<file path="src/hw/rtl/chrd_pkg.sv">
`default_nettype none

package chrd_pkg;

  localparam int WORD_W = 64;
  localparam int HALF_W = 32;

  localparam logic [WORD_W-1:0] SEED_RESET = 64'd1;

  // mixer constants
  localparam logic [WORD_W-1:0] LANE_A_MUL  = 64'h0000_0000_0bad_babe;
  localparam logic [WORD_W-1:0] LANE_B_MUL  = 64'h0000_00c0_07c0_ffee;
  localparam logic [WORD_W-1:0] LANE_C_MUL  = 64'h0000_0000_dead_beef;
  localparam logic [WORD_W-1:0] LOW_ADD     = 64'h0000_0000_0000_0b00;
  localparam logic [WORD_W-1:0] LOW_OFFSET  = 64'h0000_0000_0bad_d0d0;
  localparam logic [WORD_W-1:0] HIGH_OFFSET = 64'h0000_0000_0c00_7dad;

  localparam int QUEUE_DEPTH = 2;

  // six 64-bit products, each built from three 32x32 partial products
  localparam int PRODUCTS = 6;
  localparam int PROD_IDX_W = 3;

  typedef logic [PROD_IDX_W-1:0] prod_idx_t;

  typedef enum logic [1:0] {
    LANE_LO,
    LANE_MID,
    LANE_HI
  } lane_t;

  typedef enum logic [1:0] {
    RT_W0_W1,  // w0 += p >> 32, w1 += p
    RT_W0,     // w0 += p
    RT_W1_W2   // w1 += p >> 32, w2 = p + LOW_ADD
  } route_t;

  typedef enum logic [1:0] {
    PART_LL,   // a_lo * c_lo
    PART_HL,   // a_hi * c_lo, weight 2^32
    PART_LH    // a_lo * c_hi, weight 2^32
  } part_t;

  typedef enum logic [2:0] {
    MX_IDLE,
    MX_MUL,
    MX_ACC,
    MX_ROUTE,
    MX_FOLD_LO,
    MX_FOLD_HI,
    MX_DONE
  } mix_state_t;

  typedef enum logic [1:0] {
    MD_IDLE,
    MD_RUN,
    MD_FIN
  } mod_state_t;

  // queue entry: counter value taken at accept plus the request
  typedef struct packed {
    logic [WORD_W-1:0] draw;
    logic [WORD_W-1:0] modulus;
  } qent_t;

  // mixer result handed to the reduction unit
  typedef struct packed {
    logic [WORD_W-1:0] value;
    logic [WORD_W-1:0] modulus;
  } draw_t;

  function automatic lane_t mul_lane(input prod_idx_t idx);
    lane_t l;
    unique case (idx)
      3'd0: l = LANE_MID;
      3'd1: l = LANE_HI;
      3'd2: l = LANE_LO;
      3'd3: l = LANE_MID;
      3'd4: l = LANE_HI;
      3'd5: l = LANE_HI;
      default: l = LANE_MID;
    endcase
    return l;
  endfunction

  function automatic logic [WORD_W-1:0] mul_const(input prod_idx_t idx);
    logic [WORD_W-1:0] c;
    unique case (idx)
      3'd0: c = LANE_C_MUL;
      3'd1: c = LANE_B_MUL;
      3'd2: c = LANE_C_MUL;
      3'd3: c = LANE_B_MUL;
      3'd4: c = LANE_A_MUL;
      3'd5: c = LANE_C_MUL;
      default: c = '0;
    endcase
    return c;
  endfunction

  function automatic route_t mul_route(input prod_idx_t idx);
    route_t r;
    unique case (idx)
      3'd0: r = RT_W0_W1;
      3'd1: r = RT_W0_W1;
      3'd2: r = RT_W0;
      3'd3: r = RT_W0;
      3'd4: r = RT_W0;
      3'd5: r = RT_W1_W2;
      default: r = RT_W0;
    endcase
    return r;
  endfunction

endpackage

`default_nettype wire

</file>
<file path="src/hw/rtl/counter_hash_random_draw_top.sv">
// A draw passes through the queue, the mixer and the bit-serial modulo unit,
//   whose remainder loop is skipped for a zero modulus; a result may also wait on
//   an output stall or behind earlier draws. The modulo unit (one remainder bit a
//   cycle) paces draws with a nonzero modulus, the mixer those with zero modulus.
// Reset (rst, synchronous, active high): draw counter = 1, queue empty, all units idle.
`default_nettype none

module counter_hash_random_draw_top #(
  parameter int QDEPTH = chrd_pkg::QUEUE_DEPTH
) (
  input  wire logic                         clk,
  input  wire logic                         rst,
  // seed write channel
  input  wire logic                         cfg_valid,
  output logic                              cfg_ready,
  input  wire logic [chrd_pkg::WORD_W-1:0]  start_seed,
  // request channel
  input  wire logic                         in_valid,
  output logic                              in_stall,
  input  wire logic [chrd_pkg::WORD_W-1:0]  modulus,
  // result channel
  output logic                              out_valid,
  input  wire logic                         out_stall,
  output logic [chrd_pkg::WORD_W-1:0]       random_value
);

  // Front: owns the draw counter. Each request transfer snapshots the
  // counter with its modulus into the queue and bumps the counter unless a
  // seed write reloads it; request order fixes each result's counter value.
  logic            push_valid;
  logic            push_ready;
  chrd_pkg::qent_t push_data;

  // Queue -> mixer
  logic            pop_valid;
  logic            pop_ready;
  chrd_pkg::qent_t pop_data;

  // Mixer -> modulo unit
  logic            mix_valid;
  logic            mix_ready;
  chrd_pkg::draw_t mix_data;

  chrd_front u_front (
    .clk        (clk),
    .rst        (rst),
    .cfg_valid  (cfg_valid),
    .cfg_ready  (cfg_ready),
    .start_seed (start_seed),
    .in_valid   (in_valid),
    .in_stall   (in_stall),
    .modulus    (modulus),
    .push_valid (push_valid),
    .push_ready (push_ready),
    .push_data  (push_data)
  );

  // Short queue decoupling request intake from the back end; requests
  // keep being taken while a result waits in the output register, until the queue fills.
  chrd_queue #(
    .DEPTH (QDEPTH)
  ) u_queue (
    .clk        (clk),
    .rst        (rst),
    .push_valid (push_valid),
    .push_ready (push_ready),
    .push_data  (push_data),
    .pop_valid  (pop_valid),
    .pop_ready  (pop_ready),
    .pop_data   (pop_data)
  );

  // Mixer: three lanes (v - offset, v, v + offset), six 64-bit wrapping
  // products on one 32x32 multiplier (three partials each), then the
  // two carry folds that build the high and low 32-bit words.
  chrd_mix u_mix (
    .clk       (clk),
    .rst       (rst),
    .q_valid   (pop_valid),
    .q_ready   (pop_ready),
    .q_data    (pop_data),
    .res_valid (mix_valid),
    .res_ready (mix_ready),
    .res_data  (mix_data)
  );

  // Modulo: 64-step restoring remainder, bypassed for zero modulus;
  // ends in the output register that drives the result channel.
  chrd_mod u_mod (
    .clk          (clk),
    .rst          (rst),
    .mix_valid    (mix_valid),
    .mix_ready    (mix_ready),
    .mix_data     (mix_data),
    .out_valid    (out_valid),
    .out_stall    (out_stall),
    .random_value (random_value)
  );

endmodule

`default_nettype wire

</file>
<file path="src/hw/rtl/chrd_front.sv">
`default_nettype none

module chrd_front (
  input  wire logic                         clk,
  input  wire logic                         rst,
  input  wire logic                         cfg_valid,
  output logic                              cfg_ready,
  input  wire logic [chrd_pkg::WORD_W-1:0]  start_seed,
  input  wire logic                         in_valid,
  output logic                              in_stall,
  input  wire logic [chrd_pkg::WORD_W-1:0]  modulus,
  output logic                              push_valid,
  input  wire logic                         push_ready,
  output chrd_pkg::qent_t                   push_data
);

  logic [chrd_pkg::WORD_W-1:0] counter;
  logic [chrd_pkg::WORD_W-1:0] counter_next;
  logic                        accept;

  assign cfg_ready  = 1'b1;
  assign in_stall   = !push_ready;
  assign accept     = in_valid && !in_stall;
  assign push_valid = accept;

  always_comb begin
    push_data.draw    = counter;
    push_data.modulus = modulus;
  end

  always_comb begin
    counter_next = counter;
    if (cfg_valid && cfg_ready) begin
      counter_next = start_seed;
    end else if (accept) begin
      counter_next = counter + chrd_pkg::WORD_W'(1);
    end
  end

  always_ff @(posedge clk) begin
    if (rst) begin
      counter <= chrd_pkg::SEED_RESET;
    end else begin
      counter <= counter_next;
    end
  end

endmodule

`default_nettype wire

</file>
<file path="src/hw/rtl/chrd_queue.sv">
`default_nettype none

module chrd_queue #(
  parameter int DEPTH = chrd_pkg::QUEUE_DEPTH
) (
  input  wire logic             clk,
  input  wire logic             rst,
  input  wire logic             push_valid,
  output logic                  push_ready,
  input  wire chrd_pkg::qent_t  push_data,
  output logic                  pop_valid,
  input  wire logic             pop_ready,
  output chrd_pkg::qent_t       pop_data
);

  localparam int PTR_W = (DEPTH > 1) ? $clog2(DEPTH) : 1;
  localparam int CNT_W = $clog2(DEPTH + 1);

  chrd_pkg::qent_t  entries [DEPTH];
  logic [PTR_W-1:0] wr_ptr;
  logic [PTR_W-1:0] rd_ptr;
  logic [CNT_W-1:0] count;
  logic             do_push;
  logic             do_pop;

  assign push_ready = (count != CNT_W'(DEPTH));
  assign pop_valid  = (count != '0);
  assign pop_data   = entries[rd_ptr];
  assign do_push    = push_valid && push_ready;
  assign do_pop     = pop_valid && pop_ready;

  always_ff @(posedge clk) begin
    if (rst) begin
      wr_ptr <= '0;
      rd_ptr <= '0;
      count  <= '0;
    end else begin
      if (do_push) begin
        wr_ptr <= (wr_ptr == PTR_W'(DEPTH - 1)) ? '0 : wr_ptr + PTR_W'(1);
      end
      if (do_pop) begin
        rd_ptr <= (rd_ptr == PTR_W'(DEPTH - 1)) ? '0 : rd_ptr + PTR_W'(1);
      end
      if (do_push && !do_pop) begin
        count <= count + CNT_W'(1);
      end else if (do_pop && !do_push) begin
        count <= count - CNT_W'(1);
      end
    end
  end

  always_ff @(posedge clk) begin
    if (do_push) begin
      entries[wr_ptr] <= push_data;
    end
  end

endmodule

`default_nettype wire

</file>
<file path="src/hw/rtl/chrd_mix.sv">
`default_nettype none

module chrd_mix (
  input  wire logic             clk,
  input  wire logic             rst,
  input  wire logic             q_valid,
  output logic                  q_ready,
  input  wire chrd_pkg::qent_t  q_data,
  output logic                  res_valid,
  input  wire logic             res_ready,
  output chrd_pkg::draw_t       res_data
);

  localparam int W = chrd_pkg::WORD_W;
  localparam int H = chrd_pkg::HALF_W;

  chrd_pkg::mix_state_t state;
  chrd_pkg::mix_state_t state_next;
  chrd_pkg::prod_idx_t  idx;
  chrd_pkg::part_t      part;

  logic [W-1:0] lane_lo;
  logic [W-1:0] lane_mid;
  logic [W-1:0] lane_hi;
  logic [W-1:0] modulus;
  logic [W-1:0] pp;
  logic [W-1:0] prod;
  logic [W-1:0] w0;
  logic [W-1:0] w1;
  logic [W-1:0] w2;

  logic [W-1:0] lane_val;
  logic [W-1:0] c_val;
  logic [H-1:0] mul_a;
  logic [H-1:0] mul_b;
  logic [W-1:0] mul_p;
  logic         last_part;
  logic         last_prod;

  // operand selection for the shared 32x32 multiplier
  always_comb begin
    unique case (chrd_pkg::mul_lane(idx))
      chrd_pkg::LANE_LO:  lane_val = lane_lo;
      chrd_pkg::LANE_MID: lane_val = lane_mid;
      chrd_pkg::LANE_HI:  lane_val = lane_hi;
      default:            lane_val = lane_mid;
    endcase
    c_val = chrd_pkg::mul_const(idx);
    unique case (part)
      chrd_pkg::PART_LL: begin
        mul_a = lane_val[H-1:0];
        mul_b = c_val[H-1:0];
      end
      chrd_pkg::PART_HL: begin
        mul_a = lane_val[W-1:H];
        mul_b = c_val[H-1:0];
      end
      chrd_pkg::PART_LH: begin
        mul_a = lane_val[H-1:0];
        mul_b = c_val[W-1:H];
      end
      default: begin
        mul_a = '0;
        mul_b = '0;
      end
    endcase
  end

  assign mul_p     = mul_a * mul_b;
  assign last_part = (part == chrd_pkg::PART_LH);
  assign last_prod = (idx == chrd_pkg::PROD_IDX_W'(chrd_pkg::PRODUCTS - 1));

  always_comb begin
    state_next = state;
    q_ready    = 1'b0;
    res_valid  = 1'b0;
    unique case (state)
      chrd_pkg::MX_IDLE: begin
        q_ready = 1'b1;
        if (q_valid) begin
          state_next = chrd_pkg::MX_MUL;
        end
      end
      chrd_pkg::MX_MUL: state_next = chrd_pkg::MX_ACC;
      chrd_pkg::MX_ACC: begin
        state_next = last_part ? chrd_pkg::MX_ROUTE : chrd_pkg::MX_MUL;
      end
      chrd_pkg::MX_ROUTE: begin
        state_next = last_prod ? chrd_pkg::MX_FOLD_LO : chrd_pkg::MX_MUL;
      end
      chrd_pkg::MX_FOLD_LO: state_next = chrd_pkg::MX_FOLD_HI;
      chrd_pkg::MX_FOLD_HI: state_next = chrd_pkg::MX_DONE;
      chrd_pkg::MX_DONE: begin
        res_valid = 1'b1;
        if (res_ready) begin
          state_next = chrd_pkg::MX_IDLE;
        end
      end
      default: state_next = chrd_pkg::MX_IDLE;
    endcase
  end

  always_ff @(posedge clk) begin
    if (rst) begin
      state <= chrd_pkg::MX_IDLE;
      idx   <= '0;
      part  <= chrd_pkg::PART_LL;
    end else begin
      state <= state_next;
      if (state == chrd_pkg::MX_IDLE) begin
        idx  <= '0;
        part <= chrd_pkg::PART_LL;
      end else if (state == chrd_pkg::MX_ACC) begin
        unique case (part)
          chrd_pkg::PART_LL: part <= chrd_pkg::PART_HL;
          chrd_pkg::PART_HL: part <= chrd_pkg::PART_LH;
          default:           part <= chrd_pkg::PART_LL;
        endcase
      end else if (state == chrd_pkg::MX_ROUTE) begin
        idx <= idx + chrd_pkg::PROD_IDX_W'(1);
      end
    end
  end

  always_ff @(posedge clk) begin
    unique case (state)
      chrd_pkg::MX_IDLE: begin
        if (q_valid) begin
          lane_lo  <= q_data.draw - chrd_pkg::LOW_OFFSET;
          lane_mid <= q_data.draw;
          lane_hi  <= q_data.draw + chrd_pkg::HIGH_OFFSET;
          modulus  <= q_data.modulus;
          prod     <= '0;
          w0       <= '0;
          w1       <= '0;
          w2       <= '0;
        end
      end
      chrd_pkg::MX_MUL: pp <= mul_p;
      chrd_pkg::MX_ACC: begin
        if (part == chrd_pkg::PART_LL) begin
          prod <= prod + pp;
        end else begin
          prod <= prod + {pp[H-1:0], {H{1'b0}}};
        end
      end
      chrd_pkg::MX_ROUTE: begin
        prod <= '0;
        unique case (chrd_pkg::mul_route(idx))
          chrd_pkg::RT_W0_W1: begin
            w0 <= w0 + {{H{1'b0}}, prod[W-1:H]};
            w1 <= w1 + prod;
          end
          chrd_pkg::RT_W0: w0 <= w0 + prod;
          chrd_pkg::RT_W1_W2: begin
            w1 <= w1 + {{H{1'b0}}, prod[W-1:H]};
            w2 <= prod + chrd_pkg::LOW_ADD;
          end
          default: ;
        endcase
      end
      chrd_pkg::MX_FOLD_LO: w1 <= w1 + {{H{1'b0}}, w2[W-1:H]};
      chrd_pkg::MX_FOLD_HI: w0 <= w0 + {{H{1'b0}}, w1[W-1:H]};
      default: ;
    endcase
  end

  always_comb begin
    res_data.value   = {w0[H-1:0], w1[H-1:0]};
    res_data.modulus = modulus;
  end

endmodule

`default_nettype wire

</file>
<file path="src/hw/rtl/chrd_mod.sv">
`default_nettype none

module chrd_mod (
  input  wire logic                         clk,
  input  wire logic                         rst,
  input  wire logic                         mix_valid,
  output logic                              mix_ready,
  input  wire chrd_pkg::draw_t              mix_data,
  output logic                              out_valid,
  input  wire logic                         out_stall,
  output logic [chrd_pkg::WORD_W-1:0]       random_value
);

  localparam int W     = chrd_pkg::WORD_W;
  localparam int CNT_W = $clog2(W);

  chrd_pkg::mod_state_t state;
  chrd_pkg::mod_state_t state_next;

  logic [CNT_W-1:0] cnt;
  logic [W-1:0]     dvd;
  logic [W-1:0]     divisor;
  logic [W-1:0]     rem;
  logic [W:0]       shifted;
  logic [W+1:0]     diff;
  logic             out_free;
  logic             load_out;

  // one quotient bit per cycle, restoring
  assign shifted  = {rem, dvd[W-1]};
  assign diff     = {1'b0, shifted} - {2'b00, divisor};
  assign out_free = !out_valid || !out_stall;

  always_comb begin
    state_next = state;
    mix_ready  = 1'b0;
    load_out   = 1'b0;
    unique case (state)
      chrd_pkg::MD_IDLE: begin
        mix_ready = 1'b1;
        if (mix_valid) begin
          state_next = (mix_data.modulus == '0) ? chrd_pkg::MD_FIN : chrd_pkg::MD_RUN;
        end
      end
      chrd_pkg::MD_RUN: begin
        if (cnt == CNT_W'(W - 1)) begin
          state_next = chrd_pkg::MD_FIN;
        end
      end
      chrd_pkg::MD_FIN: begin
        if (out_free) begin
          load_out   = 1'b1;
          state_next = chrd_pkg::MD_IDLE;
        end
      end
      default: state_next = chrd_pkg::MD_IDLE;
    endcase
  end

  always_ff @(posedge clk) begin
    if (rst) begin
      state     <= chrd_pkg::MD_IDLE;
      out_valid <= 1'b0;
      cnt       <= '0;
    end else begin
      state <= state_next;
      if (load_out) begin
        out_valid <= 1'b1;
      end else if (!out_stall) begin
        out_valid <= 1'b0;
      end
      if (state == chrd_pkg::MD_RUN) begin
        cnt <= cnt + CNT_W'(1);
      end else begin
        cnt <= '0;
      end
    end
  end

  always_ff @(posedge clk) begin
    if (state == chrd_pkg::MD_IDLE && mix_valid) begin
      dvd     <= mix_data.value;
      divisor <= mix_data.modulus;
      rem     <= (mix_data.modulus == '0) ? mix_data.value : '0;
    end else if (state == chrd_pkg::MD_RUN) begin
      dvd <= {dvd[W-2:0], 1'b0};
      rem <= diff[W+1] ? shifted[W-1:0] : diff[W-1:0];
    end
    if (load_out) begin
      random_value <= rem;
    end
  end

endmodule

`default_nettype wire

</file>
<file path="config.mk">
export PLATFORM = sky130hd
export DESIGN_NAME = counter_hash_random_draw_top
export DESIGN_NICKNAME = d
export VERILOG_FILES = /design/src/hw/rtl/chrd_pkg.sv /design/src/hw/rtl/counter_hash_random_draw_top.sv /design/src/hw/rtl/chrd_front.sv /design/src/hw/rtl/chrd_queue.sv /design/src/hw/rtl/chrd_mix.sv /design/src/hw/rtl/chrd_mod.sv
export SDC_FILE = /design/constraint.sdc
export NUM_CORES = 2
export LEC_CHECK = 0
export BUFFER_PORTS_ARGS = -buffer_cell sky130_fd_sc_hd__buf_2
export CAP_MARGIN = 10
export CORE_UTILIZATION = 59
export DETAILED_ROUTE_END_ITERATION = 7
export PLACE_DENSITY = 0.85
export SLEW_MARGIN = 20
export SYNTH_ARGS = -nofsm -noshare
export SYNTH_HDL_FRONTEND = slang
export SYNTH_SLANG_ARGS = --single-unit
</file>
<file path="constraint.sdc">
create_clock -name clk -period 10.3 [get_ports clk]
set_input_delay 1.03 -clock clk [delete_from_list [all_inputs] [get_ports clk]]
set_output_delay 1.03 -clock clk [all_outputs]
set_load 0.05 [all_outputs]
</file>
==> flow_summary.toml <==
[status]
run_status = "finished, violations left"
violations = "design-rule violations"

[worst_setup_path]
reg2reg_slack_ps = 320
path_depth = 32
crit_buf_inv = 6
cp-start-kind = "flip-flop"
worst_path_largest_cell_delay_ps = 610
path_delay_family = "adder cells"
rr_startpoint = "u_mix.idx[0]$_SDFFE_PP0P_"
critPathMaxFanout = 64
cp.required_ps = 10790
endpoint = "u_mix.pp[62]$_DFFE_PP_"
setup.worst_path.start = "u_mix.idx[0]$_SDFFE_PP0P_"
path_common_cell = "fa_1"
arrival_ps = 10480
end_kind = "flip-flop"
path_class = "flip-flop to flip-flop"
cp_slowest_cell = "fa_1"
reg2reg_depth = 32
reg2reg_to = "u_mix.pp[62]$_DFFE_PP_"

[sta]
finalCriticalPeriod_ps = 9984
rsz0062_at_grt = "no"
fmax_mhz = 100.2
hold_violations = 0
finalSetupViolCount = 0
final.setup_skew_ps = 91.61
maxSlewHeadroom_pct = 30.72
final_max_slew_viol_count = 0
tightest_slew_ps = 1039
finalSetupTns_ps = 0
fin_crit_sh_pct = 96.93

[route]
routed_via_density = 6.116
wl_per_cell_um = 24.30
antenna_left = 0
wl_um = 258300
drtIter0Drc = 6259
drc = 54
via_count = 65006
drtPass1Iterations = 8

[floorplanning]
dieArea_sq_um = 150900
start_util_pct = 59.55
ioPinCount = 200
row_count = 141
die_x_um = 388.5
fp.dieH_um = 388.5
core_sq_um = 148000

[global_route]
first_global_vias = 65915
grt_usage_pct = 34.17
grt_max_degree = 95
grt_pass1_wl_um = 391400
overflow = 0
antenna_found_initial = 6

[finish]
multi_input_area_sq_um = 50100
drive_above_1_share_pct = 9.430
nFillCells = 11295
registers.top_by_ff_count = "u_queue.entries"
syn_to_final_growth_pct = 8.704
fin_nets = 10150
largest_reg_flops = 256
seq_area_sq_um = 32350

[yosys]
synth_flop_cell = "edfxtp_1"
syn_avg_cell_area_sq_um = 10.47
yosys_warnings = 0
seq_area_frac_synth_pct = 36.70
syn_nets = 9967
syn_area_sq_um = 88140
yosys_register_bits = 1106
ys_types = 101
synth_async_sr_flop_share_pct = 0
yosysTopAreaCell = "edfxtp_1"
synth.area.top_cells = "edfxtp_1 35%, fa_1 18%, ha_1 8.7%"
synth-edff-count = 1020
syn_inst = 8417
yosysTopAreaCellShare_pct = 34.75

[placement]
dp_hpwl_um = 205600
place_congestion = 1.020
port_buffers = 198

[cts]
ctsHoldBuffers = 0
cts_buffers = 109
cts_tree = "done"
clkTransAtPathRegs_ps = 60
clk_path_buf_depth = 3
cts_root_buf = "clkbuf_16"
cts_max_level = 3
clkSinkCount = 1106
insertion_delay_ps = 780

[worst_hold_path]
hold_path.class = "input pin to flip-flop"
hold_depth = 1

[flow_run]
max-cap-violations = 0
cells by family (layout without fill, tap and decap cells):
family	Yosys count	after routing	synth area share (%)
flip-flops	1106	1106	36.70
AND/OR/NAND/NOR	2133	2133	11.20
adder cells (fa/ha/maj)	1417	1417	26.96
buffers and inverters	1546	1825	6.727
XOR/XNOR	488	488	4.849
multiplexers	206	206	2.497
AO/OA/AOI/OAI	1520	1520	11.06
other	1	4	0.004254
layout make-up:
cell class | count | share of cell area, %
diodes | 3 | 0.007835
inverters | 1247 | 4.922
flip-flops and latches | 1106 | 33.77
repair buffers | 371 | 2.461
clock inverters | 75 | 1.019
clock buffers | 132 | 3.020
well taps | 1930 | 2.520
multi-input cells | 5765 | 52.28
repair_timing:
item,4_1_cts,5_1_grt
setup endpoints to repair,0,12
hold endpoints to repair,0,0
resized for setup,0,32
setup buffers,0,3
cell usage in the layout, fill, tap and decap left out, types with 30 or more instances in the layout:
master | Yosys | layout
nand2b_1 | 46 | 44
inv_1 | 1242 | 1234
nand2_1 | 613 | 612
a211oi_1 | 34 | 33
ha_1 | 613 | 613
o22ai_1 | 32 | 32
and3_1 | 79 | 78
nor2_1 | 715 | 699
a21oi_1 | 526 | 523
o21ai_0 | 262 | 259
mux2_2 | 75 | 75
dfxtp_1 | 86 | 85
nor4_1 | 43 | 42
mux2i_1 | 124 | 124
a21o_1 | 182 | 181
nand4_1 | 100 | 100
o21a_1 | 49 | 49
or2_2 | 89 | 86
a222oi_1 | 60 | 60
fa_1 | 804 | 804
o211ai_1 | 30 | 30
o21bai_1 | 50 | 50
buf_2 | 6 | 197
nand3_1 | 130 | 129
xor2_1 | 173 | 173
clkbuf_16 | 0 | 109
nor3_1 | 125 | 124
buf_4 | 1 | 168
xnor2_1 | 315 | 315
edfxtp_1 | 1020 | 1020
nor2b_1 | 55 | 54
a31oi_1 | 65 | 63
and2_1 | 37 | 35
per-layer routing:
metal / global-route usage [%] / wire, um
met4: 17.97 / 15640
met1: 43.89 / 98480
met5: 0 / 45
met3: 5.820 / 22580
met2: 55.66 / 121500
Yosys cell counts, types with 125 or more instances:
master,number
nor2_1,715
a21oi_1,526
edfxtp_1,1020
clkbuf_1,255
o21ai_0,262
a21o_1,182
nand2_1,613
inv_1,1242
nor3_1,125
xor2_1,173
ha_1,613
nand3_1,130
fa_1,804
xnor2_1,315
worst min path at each step:
| stage | start | to | slack, ps |
|---|---|---|---|
| after global placement | u_mod.cnt[0]$_SDFF_PP0_ | u_mod.cnt[0]$_SDFF_PP0_ | 430 |
| after detailed placement | u_mix.modulus[60]$_DFFE_PP_ | u_mod.divisor[60]$_DFFE_PP_ | 440 |
| after CTS | modulus[13] | u_queue.entries[0][13]$_DFFE_PP_ | 390 |
| after floorplan | u_mod.cnt[0]$_SDFF_PP0_ | u_mod.cnt[0]$_SDFF_PP0_ | 420 |
| after global routing | modulus[17] | u_queue.entries[0][17]$_DFFE_PP_ | 400 |
| final | modulus[13] | u_queue.entries[0][13]$_DFFE_PP_ | 430 |
stage by stage:
| stage | hold WS (ps) | std cells | util, % | area [sq um] | setup slack (ps) |
|---|---|---|---|---|---|
| 2_1_floorplan | 417.5 | 8417 | - | 88150 | 0.07994 |
| 3_3_place_gp | 430.2 | 10416 | 62.03 | 91810 | 270.6 |
| 3_5_place_dp | 436.1 | 10416 | 62.03 | 91810 | 156.8 |
| 4_1_cts | 385.1 | 10623 | 64.64 | 95680 | 92.26 |
| 5_1_grt | 397.0 | 10628 | 64.73 | 95810 | 2.197 |
| 6_report | 432.1 | 10629 | 64.73 | 95820 | 316.2 |
Power is not shown: default switching activity piles up to over one toggle a cycle in this logic, so the estimate is an artifact.
